===== src/hw/rtl/gpsr_ram.sv =====
// generic single-write, single-read ram with registered read data
// standalone, no package needed
`timescale 1ns / 1ps
`default_nettype none

module gpsr_ram #(
  parameter int WIDTH = 8,
  parameter int DEPTH = 16,
  localparam int AW = (DEPTH > 1) ? $clog2(DEPTH) : 1
) (
  input  wire logic             clk,
  input  wire logic             we,
  input  wire logic [AW-1:0]    waddr,
  input  wire logic [WIDTH-1:0] wdata,
  input  wire logic             re,
  input  wire logic [AW-1:0]    raddr,
  output logic      [WIDTH-1:0] rdata
);

  logic [WIDTH-1:0] mem [DEPTH];

  always_ff @(posedge clk) begin
    if (we) begin
      mem[waddr] <= wdata;
    end
    if (re) begin
      rdata <= mem[raddr];
    end
  end

endmodule

`default_nettype wire


===== config.mk =====
export PLATFORM = sky130hd
export DESIGN_NAME = gpsr_ram
export DESIGN_NICKNAME = d
export VERILOG_FILES = /design/src/hw/rtl/gpsr_ram.sv
export SDC_FILE = /design/constraint.sdc
export NUM_CORES = 1
export LEC_CHECK = 0
export BUFFER_PORTS_ARGS = -buffer_cell sky130_fd_sc_hd__buf_2
export CORE_ASPECT_RATIO = 1.2
export CORE_MARGIN = 10
export CORE_UTILIZATION = 30
export CTS_CLUSTER_DIAMETER = 120
export DETAILED_ROUTE_END_ITERATION = 16
export PLACE_DENSITY = 0.49
export RECOVER_POWER = 100
export SYNTH_ARGS = -nofsm -noshare
export SYNTH_HDL_FRONTEND = slang
export SYNTH_SLANG_ARGS = --single-unit

===== constraint.sdc =====
create_clock -name clk -period 3.55 [get_ports clk]
set_clock_uncertainty 0.15 [all_clocks]
set_input_delay 0.355 -clock clk [delete_from_list [all_inputs] [get_ports clk]]
set_output_delay 0.355 -clock clk [all_outputs]
set_load 0.01 [all_outputs]

==> Yosys cells after proc, flatten, opt, wreduce, memory -nomap -nowiden <==
Memory sizes are Yosys's and may differ from the RTL's. A register that Yosys moved wholly into a read port is not among the register bits.
Index checks and enable logic that the tools add are counted.
{ "classes": {"n_addsub": 0, "n_mul": 0, "n_eq_ne": 0, "magnitude_cmp": 0, "n_shift": 0, "div": 0, "n_reduce_logical": 0, "bitwise_logic": 0, "muxes": 2} }
{ "op_table": {"columns": ["cell", "count"], "rows": [
  ["$mux 1", 2]
]} }
{ "word_totals": {"regBits": 0, "out_inout_bits": 8, "word_cells": 3, "n_memories": 1, "ramBits": 128, "latchBits": 0, "mem_bits_ro": 0, "inputBits": 19} }
{ "mem_list": {"columns": ["memory", "depth", "word_bits", "read_ports", "rd_ports_with_merged_regs", "write_ports", "line", "source"], "rows": [
  ["mem", 16, 8, 1, 1, 1, "20", "logic [WIDTH-1:0] mem [DEPTH];"]
]} }

==> Depth between registers and ports, before layout <==
{ "depth": {"ltp_word": 2, "mapped_depth": 5, "mapped_depth_nobuf": 3} }

==> Least setup slack after synthesis <==
OpenSTA, ideal clock, no wires.
{ "synth_timing": {"path_kind": "input to register", "startpoint": "input waddr[2]", "endpoint": "memory mem[0][0] (enable)", "stages": 2, "t_required_ns": 3.017, "t_arrival_ns": 1.465, "slack_ns": 1.552, "n_path_buf": 0, "setup_ns": 0.383, "cell_sequence": "or3b_2 -> nor3_1"} }
{ "synth_rtl": {"columns": ["element", "line", "source"], "rows": [
  ["from (decl)", "13", "input wire logic [AW-1:0] waddr,"],
  ["to (decl)", "20", null]
]} }
No word-level cell before the write port.

==> run summary <==
The run finished with clean final reports. The die footprint came out at 23100 um2. The sequential cell fraction of total power came out at 0.495. In this run the critical register-to-register path is launched from mem[5][3]$_DFFE_PP_. The maximum resistive drop on vdd is 0.000346 V.

The routed layout has 2381 vias. The capturing element type of the critical path is a flip-flop. The analysis attributes to net switching a power of 0.000719 W.

The endpoint of the most critical register-to-register path is rdata[3]$_DFFE_PP_. The internal power came out at 0.00297 W. The share of post-route cells with drive strength above 1 came out at 0.184. In this run the register-to-register setup slack is 1.90 ns. The source-to-sink clock delay at the later pin of the worst-skew pair is 0.42 ns.

The post-synthesis sequential element count is 136. The critical path ends at rdata[5]$_DFFE_PP_. Counting both buffers and inverters, the worst setup path holds a total of 1.

Of the total power, the share spent switching nets is 0.195. In this run the number of cells on the critical path is 4. The non-filler instance count after layout is 498.

In the global route stage, overall resource usage came out at 0.0978. Among cell families on the critical path, the largest total delay comes from buffers and inverters. In the post-synthesis netlist, the biggest area contributors are sky130_fd_sc_hd__edfxtp_1, sky130_fd_sc_hd__mux4_2, sky130_fd_sc_hd__mux4_1. The overflow left after global routing came out at 0. The clock network power share is 0.462. The number of cell instances on the worst register-to-register path is 3. Of the available clock period, the critical path in the final layout requires 0.516. Clock tree synthesis selected as its root buffer the cell sky130_fd_sc_hd__clkbuf_16. The longest clock path from root to sink contains 2 buffers.

The initial core utilization came out at 0.308. The DRC violations left is 0. The fraction of the yosys area taken by sequential cells came out at 0.781. The area of the core is 17000 um2.

The critical path starts at raddr[1]. The path category of the worst min-delay check is in2reg. STA classifies the critical path startpoint as a primary input. The maximum achievable frequency came out at 0.546 GHz. The sink count of the clock tree came out at 136.

The slowest stage of the critical path is the sky130_fd_sc_hd__buf_2 cell. The via count of the first global-routing pass is 2539. The cell count after synthesis is 229.

Pin placement for this block handled 27 I/O pins. After synthesis the cells add up to 5230 um2. The number of placement rows came out at 52. In the synthesized netlist, the cells that appear most often are sky130_fd_sc_hd__edfxtp_1, sky130_fd_sc_hd__mux4_2, sky130_fd_sc_hd__a22oi_1, sky130_fd_sc_hd__mux4_1, sky130_fd_sc_hd__nor2_1. The number of cells upsized or downsized after cts is 0. For the finished layout, the period the worst path requires is 1.83 ns.

The transition time at the pin with the least slew margin is 0.956 ns. The final routed wire length divided by cell count is 21.8 um. The number of optimization iterations in the first detailed-route pass is 7. The number of clock buffers inserted by TritonCTS is 17. The maximum single-stage delay on the critical path is 0.67 ns.

The total of endpoints with negative setup slack in the final report is 0. TritonCTS built the clock tree. The cell count after placement is 466. Yosys mapped a number of flops with a built-in enable equal to 136. The detail route stage leaves a number of antenna-violating nets equal to 0.

For this run, the post-layout net count is 288. The count of max-cap constraint violations is 0. The clock edge transition at the registers on the reported setup and hold paths is 0.06 ns. The worst slew margin relative to its limit came out at 0.360. When the netlist entered floorplanning its net count stood at 248. The required arrival time at the worst endpoint is 3.56 ns. The number of buffers added to fix hold violations after cts came out at 0. The setup TNS came out at 0 ns.

The number of setup buffers added after CTS came out at 0. The final number of hold-violating endpoints is 0. The slack of the critical path is 1.72 ns.

Before CTS, the worst setup slack after placement is 1.23 ns. The warning count from the yosys run came out at 0. The worst slack on hold paths came out at 0.290 ns. Entering global routing, the biggest net connects 33 pins.

The power density normalized to cell area came out at 602 nW/um2. The worst setup path is of the in2reg kind. Yosys mapped the design onto 18 distinct sky130hd cell types. The number of design-rule violations left by the first detailed-router iteration is 194.

In this run the static leakage power is 1.95 nW. The per-instance average area after synthesis is 22.8 um2. The count of inserted antenna diode cells came out at 0. The total half-perimeter wirelength after legalization and detailed placement came out at 7000 um.

The final weighted congestion in routability-driven placement is 0.712. The wire length reported by the detailed router came out at 10900 um. The initial antenna violation count came to 0. Setup repair after global routing left no endpoint under its margin.

In the routed layout, each cell is associated on average with a via count of 4.78. The signal on the critical path passes through buf_2 > mux4_1 > a22oi_1 > nand2_1. The share of flip-flops with an asynchronous set or reset came out at 0. The floorplan step set the die width to 141 um. Measured along the y axis, the die boundary spans 165 um. The H-tree generated during clock tree synthesis spans 4 levels. The part of the power in combinational logic is 0.043. The library cell occupying the most area in the post-synthesis netlist is sky130_fd_sc_hd__edfxtp_1.

The first global-routing pass estimated 16300 um of wire. Among all cell types in the netlist, the one instantiated most often is sky130_fd_sc_hd__edfxtp_1. The highest net fanout along the worst path is 32. Data on the critical path arrives at its endpoint at 1.84 ns. The area share of the largest cell type after synthesis came out at 0.781. The layout overhead on the synthesized area came out at 17.1%. The most used flip-flop cell after synthesis is sky130_fd_sc_hd__edfxtp_1. In this run the tool buffered the top-level ports with 26 buffer cells.

The max-slew violation total from the final report is 0.
-- per-layer routing --
metal,vias up,GRT usage,share of wire
met2,55,0.149,0.47
met4,0,0.0395,0.015
li1,1059,-,-
met5,-,0,0
met1,1252,0.123,0.47
met3,15,0.0371,0.048
-- power by group through the flow --
stage	Sequential [W]	Combinational, W	Clock, W
finish	0.00182	0.000158	0.00170
global route	0.00183	0.000174	0.00181
CTS	0.00182	0.000167	0.00173
detailed placement	0.00186	0.000167	0
global placement	0.00186	0.000165	0
floorplan	0.00185	0.0000913	0
-- worst min path at each step --
stage                        startpoint             endpoint  slack (ns)  cells after the start
floorplan                      wdata[0]  mem[0][0]$_DFFE_PP_        0.30                      0
global route                         re   rdata[3]$_DFFE_PP_        0.30                      1
CTS                                  re   rdata[3]$_DFFE_PP_        0.16                      1
finish                               re   rdata[3]$_DFFE_PP_        0.29                      1
detailed placement                   re   rdata[0]$_DFFE_PP_        0.60                      1
global placement    mem[0][2]$_DFFE_PP_   rdata[2]$_DFFE_PP_        0.60                      3
-- worst register-to-register path, delay by kind of cell (launching register included) --
kind,cells,cell delay [ns]
compound gates,1,0.22
mux,1,0.55
simple gates,1,0.11
flops,1,0.36
-- through the flow --
stage	cell area, um2	util	power, W
after floorplan	5230	-	0.00194
after global placement	5590	0.329	0.00202
after detailed placement	5590	0.329	0.00202
after CTS	6160	0.363	0.00372
after global routing	6120	0.361	0.00381
final	6120	0.361	0.00369
-- cell families after synthesis --
logic type	share of synthesized area
DFF	0.781
AOI/OAI and AO/OA	0.0230
muxes	0.148
and+or+nand+nor	0.0314
buffers and inverters	0.0165
-- placed cells by master (no fill, tap or decap), drive strengths merged --
| cell | netlist | routed |
|---|---|---|
| or3b | 1 | 1 |
| edfxtp | 136 | 136 |
| and2 | 1 | 1 |
| clkbuf | 0 | 46 |
| nor2b | 1 | 1 |
| nor2 | 13 | 13 |
| mux4 | 32 | 32 |
| nand2b | 2 | 2 |
| and2b | 1 | 1 |
| bufinv | 0 | 3 |
| nand3b | 2 | 2 |
| nand2 | 9 | 9 |
| nand3 | 1 | 1 |
| clkinv | 0 | 7 |
| a22oi | 16 | 16 |
| buf | 7 | 7 |
| nor3 | 4 | 4 |
-- layout make-up --
cell class,instances,area (um2)
Clock buffer,22,444
Fill cell,1545,10900
Timing Repair Buffer,31,140
Sequential cell,136,4080
Clock inverter,10,128
Multi-Input combinational cell,83,1060
Tap cell,216,270
-- flip-flops by register name, summed over array words and instances, names as in the netlist --
| register | count |
|---|---|
| rdata | 8 |
| mem | 128 |
Power figures use the tool's default switching activity.
