===== src/hw/rtl/gpsr_pkg.sv =====
// grid path sum range check: shared sizes and register indexes
// used by the top level, gpsr_cell_calc and the testbench; depends on nothing
`timescale 1ns / 1ps
`default_nettype none

package gpsr_pkg;

  localparam int MAX_COLUMNS = 1024;
  localparam int MAX_ROWS    = 1024;

  localparam int CNT_W  = 11;
  localparam int COL_W  = $clog2(MAX_COLUMNS);
  localparam int ROW_W  = $clog2(MAX_ROWS);
  localparam int CELL_W = 16;
  localparam int SUM_W  = 28;
  localparam int OUT_W  = 27;
  localparam int TDATA_OUT_W = 56;

  localparam logic REG_ROW_COUNT    = 1'b0;
  localparam logic REG_COLUMN_COUNT = 1'b1;

  typedef struct packed {
    logic row_is0;
    logic col_is0;
    logic single_col;
  } gpsr_ctx_t;

  function automatic logic [CNT_W-1:0] clamp_size(input logic [CNT_W-1:0] v,
                                                  input logic [CNT_W-1:0] top);
    logic [CNT_W-1:0] r;
    r = v;
    if (v == '0) begin
      r = CNT_W'(1);
    end else if (v > top) begin
      r = top;
    end
    return r;
  endfunction

endpackage

`default_nettype wire


===== src/hw/rtl/gpsr_cell_calc.sv =====
// per-cell max/min path sum update from left and upper neighbors
// depends on gpsr_pkg
`timescale 1ns / 1ps
`default_nettype none

module gpsr_cell_calc (
  input  wire logic signed [gpsr_pkg::CELL_W-1:0] cell_value,
  input  wire gpsr_pkg::gpsr_ctx_t                 ctx,
  input  wire logic signed [gpsr_pkg::SUM_W-1:0]  left_max,
  input  wire logic signed [gpsr_pkg::SUM_W-1:0]  left_min,
  input  wire logic signed [gpsr_pkg::SUM_W-1:0]  ram_max,
  input  wire logic signed [gpsr_pkg::SUM_W-1:0]  ram_min,
  output logic      signed [gpsr_pkg::SUM_W-1:0]  sum_max,
  output logic      signed [gpsr_pkg::SUM_W-1:0]  sum_min
);
  import gpsr_pkg::*;

  logic signed [SUM_W-1:0] v_ext;
  logic signed [SUM_W-1:0] up_max;
  logic signed [SUM_W-1:0] up_min;
  logic signed [SUM_W-1:0] base_max;
  logic signed [SUM_W-1:0] base_min;

  assign v_ext = SUM_W'(cell_value);

  // single column: the cell above is the one just finished
  assign up_max = ctx.single_col ? left_max : ram_max;
  assign up_min = ctx.single_col ? left_min : ram_min;

  always_comb begin
    if (ctx.row_is0 && ctx.col_is0) begin
      base_max = '0;
      base_min = '0;
    end else if (ctx.row_is0) begin
      base_max = left_max;
      base_min = left_min;
    end else if (ctx.col_is0) begin
      base_max = up_max;
      base_min = up_min;
    end else begin
      base_max = (left_max > up_max) ? left_max : up_max;
      base_min = (left_min < up_min) ? left_min : up_min;
    end
  end

  assign sum_max = base_max + v_ext;
  assign sum_min = base_min + v_ext;

endmodule

`default_nettype wire


===== config.mk =====
export PLATFORM = sky130hd
export DESIGN_NAME = gpsr_cell_calc
export DESIGN_NICKNAME = d
export VERILOG_FILES = /design/src/hw/rtl/gpsr_pkg.sv /design/src/hw/rtl/gpsr_cell_calc.sv
export SDC_FILE = /design/constraint.sdc
export NUM_CORES = 1
export LEC_CHECK = 0
export BUFFER_PORTS_ARGS = -buffer_cell sky130_fd_sc_hd__buf_2
export CAP_MARGIN = 0
export CORE_MARGIN = 2
export CORE_UTILIZATION = 54
export DETAILED_ROUTE_END_ITERATION = 8
export GPL_ROUTABILITY_DRIVEN = 1
export GPL_TIMING_DRIVEN = 0
export PLACE_DENSITY_LB_ADDON = 0.12
export SYNTH_ARGS = -nofsm -noshare
export SYNTH_HDL_FRONTEND = slang
export SYNTH_SLANG_ARGS = --single-unit

===== constraint.sdc =====
create_clock -name vclk -period 26.7
set_input_delay 5.34 -clock vclk [all_inputs]
set_output_delay 5.34 -clock vclk [all_outputs]
set_load 0.01 [all_outputs]

# After elaboration in Yosys (flattened, before gate mapping)
# Cells that the tools add are included.
[word_totals] rom_bits=0 latchBits=0 mem_count=0 regBits=0 ram_bits=0
[classes] shifts=0 magnitude_cmp=2 eq_ne=0 reduce_logical=1 bitwise_logic=0 n_mux=10 multipliers=0 n_div=0 addsub=2
[ops] op="28-bit 2-to-1 mux" count=10
[ops] op="28-bit by 16-bit adder with 28-bit output" count=2
[ops] op="28-bit > comparator" count=1
[ops] op="28-bit < comparator" count=1
[ops] op="1-bit logical AND" count=1

# Logic depth before layout (Yosys ltp)
[logic_depth] word_depth=7 depth_mapped=25 depth_no_buf=20

# Worst setup path before layout
# OpenSTA, ideal clock, no wires.
[synth_path] path_kind="input to output" from="input ctx[0] in the netlist's numbering" to="output sum_max[26] in the netlist's numbering" n_path_buf=5 path_stages=25 arrival_ns=10.776 setup_slack_ns=10.584 required_time_ns=21.360 path_cell_list="buf_2 > buf_1 > buf_1 > mux2i_1 > ha_1 > a211oi_1 > nor2_1 > nor3_1 > o211ai_1 > or2_2 > o221a_2 > buf_2 > clkbuf_1 > nor2_1 > a211oi_1 > ha_1 > fa_1 > a21o_1 > a21oi_1 > o211a_1 > o32ai_1 > a221oi_1 > o311ai_0 > a21oi_1 > xnor2_1"
[synth_via] elab_chain_len=7
[synth_lines] element="start, declared" line_no="gpsr_cell_calc.sv:8" text="input wire gpsr_pkg::gpsr_ctx_t ctx,"
[synth_lines] element="28-bit 2-to-1 mux (*)" line_no="gpsr_cell_calc.sv:27" text="assign up_max = ctx.single_col ? left_max : ram_max;"
[synth_lines] element="28-bit > comparator" line_no="gpsr_cell_calc.sv:41" text="base_max = (left_max > up_max) ? left_max : up_max;"
[synth_lines] element="28-bit 2-to-1 mux" line_no="gpsr_cell_calc.sv:41"
[synth_lines] element="28-bit 2-to-1 mux (*)" line_no="gpsr_cell_calc.sv:37" text="end else if (ctx.col_is0) begin"
[synth_lines] element="28-bit 2-to-1 mux (*)" line_no="gpsr_cell_calc.sv:34" text="end else if (ctx.row_is0) begin"
[synth_lines] element="28-bit 2-to-1 mux (*)" line_no="gpsr_cell_calc.sv:31" text="if (ctx.row_is0 && ctx.col_is0) begin"
[synth_lines] element="28-bit by 16-bit adder with 28-bit output (*)" line_no="gpsr_cell_calc.sv:46" text="assign sum_max = base_max + v_ext;"
[synth_lines] element="end, declared" line_no="gpsr_cell_calc.sv:13" text="output logic signed [gpsr_pkg::SUM_W-1:0] sum_max,"
# Every way passes the cells marked *; elsewhere a longest branch is shown, timed or not.

# Worst setup path in the final report
# Same ends and word-level chain as after synthesis.

==> results.py <==
metrics = {
    "outcome": {
        "status": "finished clean",
    },
    "critical_path": {
        "arrival_ns": 12.60,
        "crit_type": "input pin to primary output",
        "cpMostUsedCell": "buf_2",
        "crit_fanout": 10,
        "startpoint_type": "input pin",
        "cp_slowest_cell": "o32ai_1",
        "slowest_delay_ns": 0.71,
        "critPathRequiredTime_ns": 21.36,
        "endpoint_kind": "primary output",
    },
    "global_route": {
        "grt_start_max_net_pins": 27,
        "grt_pass1_vias": 5649,
        "grt_pass1_wl_mm": 26.4,
        "grtUsageTotal_pct": 31.3,
        "grt_overflow": 0,
        "antenna_found_initial": 0,
    },
    "placed_design": {
        "gp_congestion": 0.905,
        "io_buffers": 187,
        "pre_cts_slack_ns": 8.86,
        "dp_hpwl_mm": 14.1,
    },
    "sta": {
        "max_slew_margin_pct": 46.9,
        "min_period_ns": 17.94,
        "period_share_pct": 67.2,
        "hold_viol": 0,
        "drv_slew": 0,
        "max_freq_ghz": 0.0557,
        "setup_viol": 0,
        "fin_ws_ns": 8.76,
        "fin_setup_tns_ns": 0,
        "tightest_slew_ns": 0.794,
        "rsz0062_at_grt": "false",
    },
    "floorplan": {
        "io_pins": 187,
        "fp.dieH_um": 101,
        "initial_core_util_pct": 55.4,
        "coreArea_um2": 9150,
        "rows": 35,
        "die_area_um2": 10200,
        "fp.dieW_um": 101,
    },
    "synth": {
        "synth-simple-area-share_pct": 18.8,
        "synthDistinctLibCells": 57,
        "synth_nets": 929,
        "synthXorXnorAreaFrac_pct": 8.40,
        "synth.cell_area_um2": 5070,
        "synth_area_leaders": "ha_1, mux2i_1, a21oi_1, xnor2_1, o21ai_0",
        "synthMuxAreaShare_pct": 11.3,
        "synth_top_family_by_area": "compound AO/OA/AOI/OAI gates",
        "seq_area_frac_synth_pct": 0,
        "synth_adder_area_share_pct": 27.7,
        "post_synth.cell_area_avg_um2": 7.37,
        "netlist_instances": 687,
        "yosys.area.top_type": "ha_1",
        "synth_compound_area_share_pct": 30.5,
        "ys_warn_count": 0,
        "synth_top_area_share_pct": 26.9,
    },
    "finish": {
        "finalNetCount": 1118,
        "clkbuf_count": 0,
        "antenna_cells": 0,
        "drive_above_1_share_pct": 24.4,
        "area_delta_synth_final_pct": 21.2,
        "register_area_um2": 0,
        "seq_cell_count": 0,
    },
    "routing": {
        "drt_iter0_drc": 267,
        "via_per_inst": 5.99,
        "wirelength_mm": 16.3,
        "vias": 5898,
        "drtAntennaViolNets": 0,
        "avgRoutedWirePerCell_um": 16.6,
        "remaining_drc_errors": 0,
        "drtPass1Iterations": 5,
    },
    "cts": {
        "ctsResizeCount": 0,
        "cts_setup_buffers": 0,
        "cts_hold_buf": 0,
    },
    "worst_hold_path": {
        "hold_path_class": "input pin to primary output",
    },
    "power": {
        "irDropWorstVdd_mv": 0.0275,
        "powerDensity_nw_per_um2": 35.9,
        "p_leak_nw": 3.10,
    },
    "flow_run": {
        "drv_cap": 0,
    },
}
-- per-layer routing --
layer	track usage, %	vias up	part of all wire, %
li1	-	3004	-
met1	43.5	2662	45
met2	53.4	209	46
met3	1.80	23	6.5
met4	6.64	0	2.3
met5	0	-	0
-- cell families (layout without fill, tap and decap cells) --
family | count (synthesis) | after routing
AOI/OAI and AO/OA | 242 | 242
xor gates and xnor gates | 47 | 47
adders and majority gates | 111 | 111
buffers and inverters | 43 | 230
muxes | 57 | 57
and+or+nand+nor | 187 | 187
-- worst max-delay path, delay by kind of cell --
| family | cells | cell delay (ns) |
|---|---|---|
| AO/OA/AOI/OAI | 10 | 2.84 |
| XOR/XNOR | 1 | 0.14 |
| adder cells (fa/ha/maj) | 3 | 0.85 |
| buffers and inverters | 7 | 2.38 |
| multiplexers | 1 | 0.20 |
| AND/OR/NAND/NOR | 5 | 0.83 |
-- path summary, 6_finish.rpt --
path,endpoint,startpoint,cells after the start
max,sum_max[26],ctx[0],27
min,sum_min[0],cell_value[0],3
-- area by class of cell --
| class | instances | area [µm²] |
|---|---|---|
| multi-input cells | 644 | 4900 |
| fillers | 834 | 3010 |
| inverters | 20 | 75.1 |
| well taps | 111 | 139 |
| repair buffers | 187 | 936 |
| plain buffers | 23 | 93.8 |
-- where the power goes --
| group | switching [mW] | internal [mW] | leakage, nW |
|---|---|---|---|
| combinational | 0.123 | 0.0972 | 3.10 |
| sequential | 0 | 0 | 0 |
| clock | 0 | 0 | 0 |
-- cell usage after synthesis (all sizes together) (5+ instances only) --
master   number
a211oi       35
a21o         19
nand4         8
nand3        18
a21oi        71
o21a          8
or2          13
a2111oi       5
clkbuf       10
nand2b        5
a31oi         6
and3          5
nand2        37
nor2b         6
nor2         54
o21ai        57
mux2i        56
ha          109
nor3          9
inv          20
buf          13
xor2          8
xnor2        38
nand3b       20
o21bai       12
-- cells in the final DEF, fill, tap and decap left out, drive strengths merged, types with 4 or more instances in the layout --
| cell type | instances |
|---|---|
| a2111oi | 5 |
| a211oi | 35 |
| a21o | 19 |
| a21oi | 71 |
| a221oi | 4 |
| a31oi | 6 |
| and3 | 5 |
| buf | 200 |
| clkbuf | 10 |
| ha | 109 |
| inv | 20 |
| mux2i | 56 |
| nand2 | 37 |
| nand2b | 5 |
| nand3 | 18 |
| nand3b | 20 |
| nand4 | 8 |
| nor2 | 54 |
| nor2b | 6 |
| nor3 | 9 |
| o211ai | 4 |
| o21a | 8 |
| o21ai | 57 |
| o21bai | 12 |
| or2 | 13 |
| xnor2 | 38 |
| xor2 | 8 |
-- stage by stage --
stage	power [mW]	hold slack, ns	util [%]	cell area (µm²)	cells
final	0.221	11.01	67.1	6140	985
after global routing	0.246	11.04	67.1	6140	985
after CTS	0.219	11.01	67.1	6140	985
after detailed placement	0.218	11.01	67.1	6140	985
after global placement	0.214	11.01	67.1	6140	985
after floorplan	0.148	10.83	-	5070	687
Power figures use the tool's default switching activity.
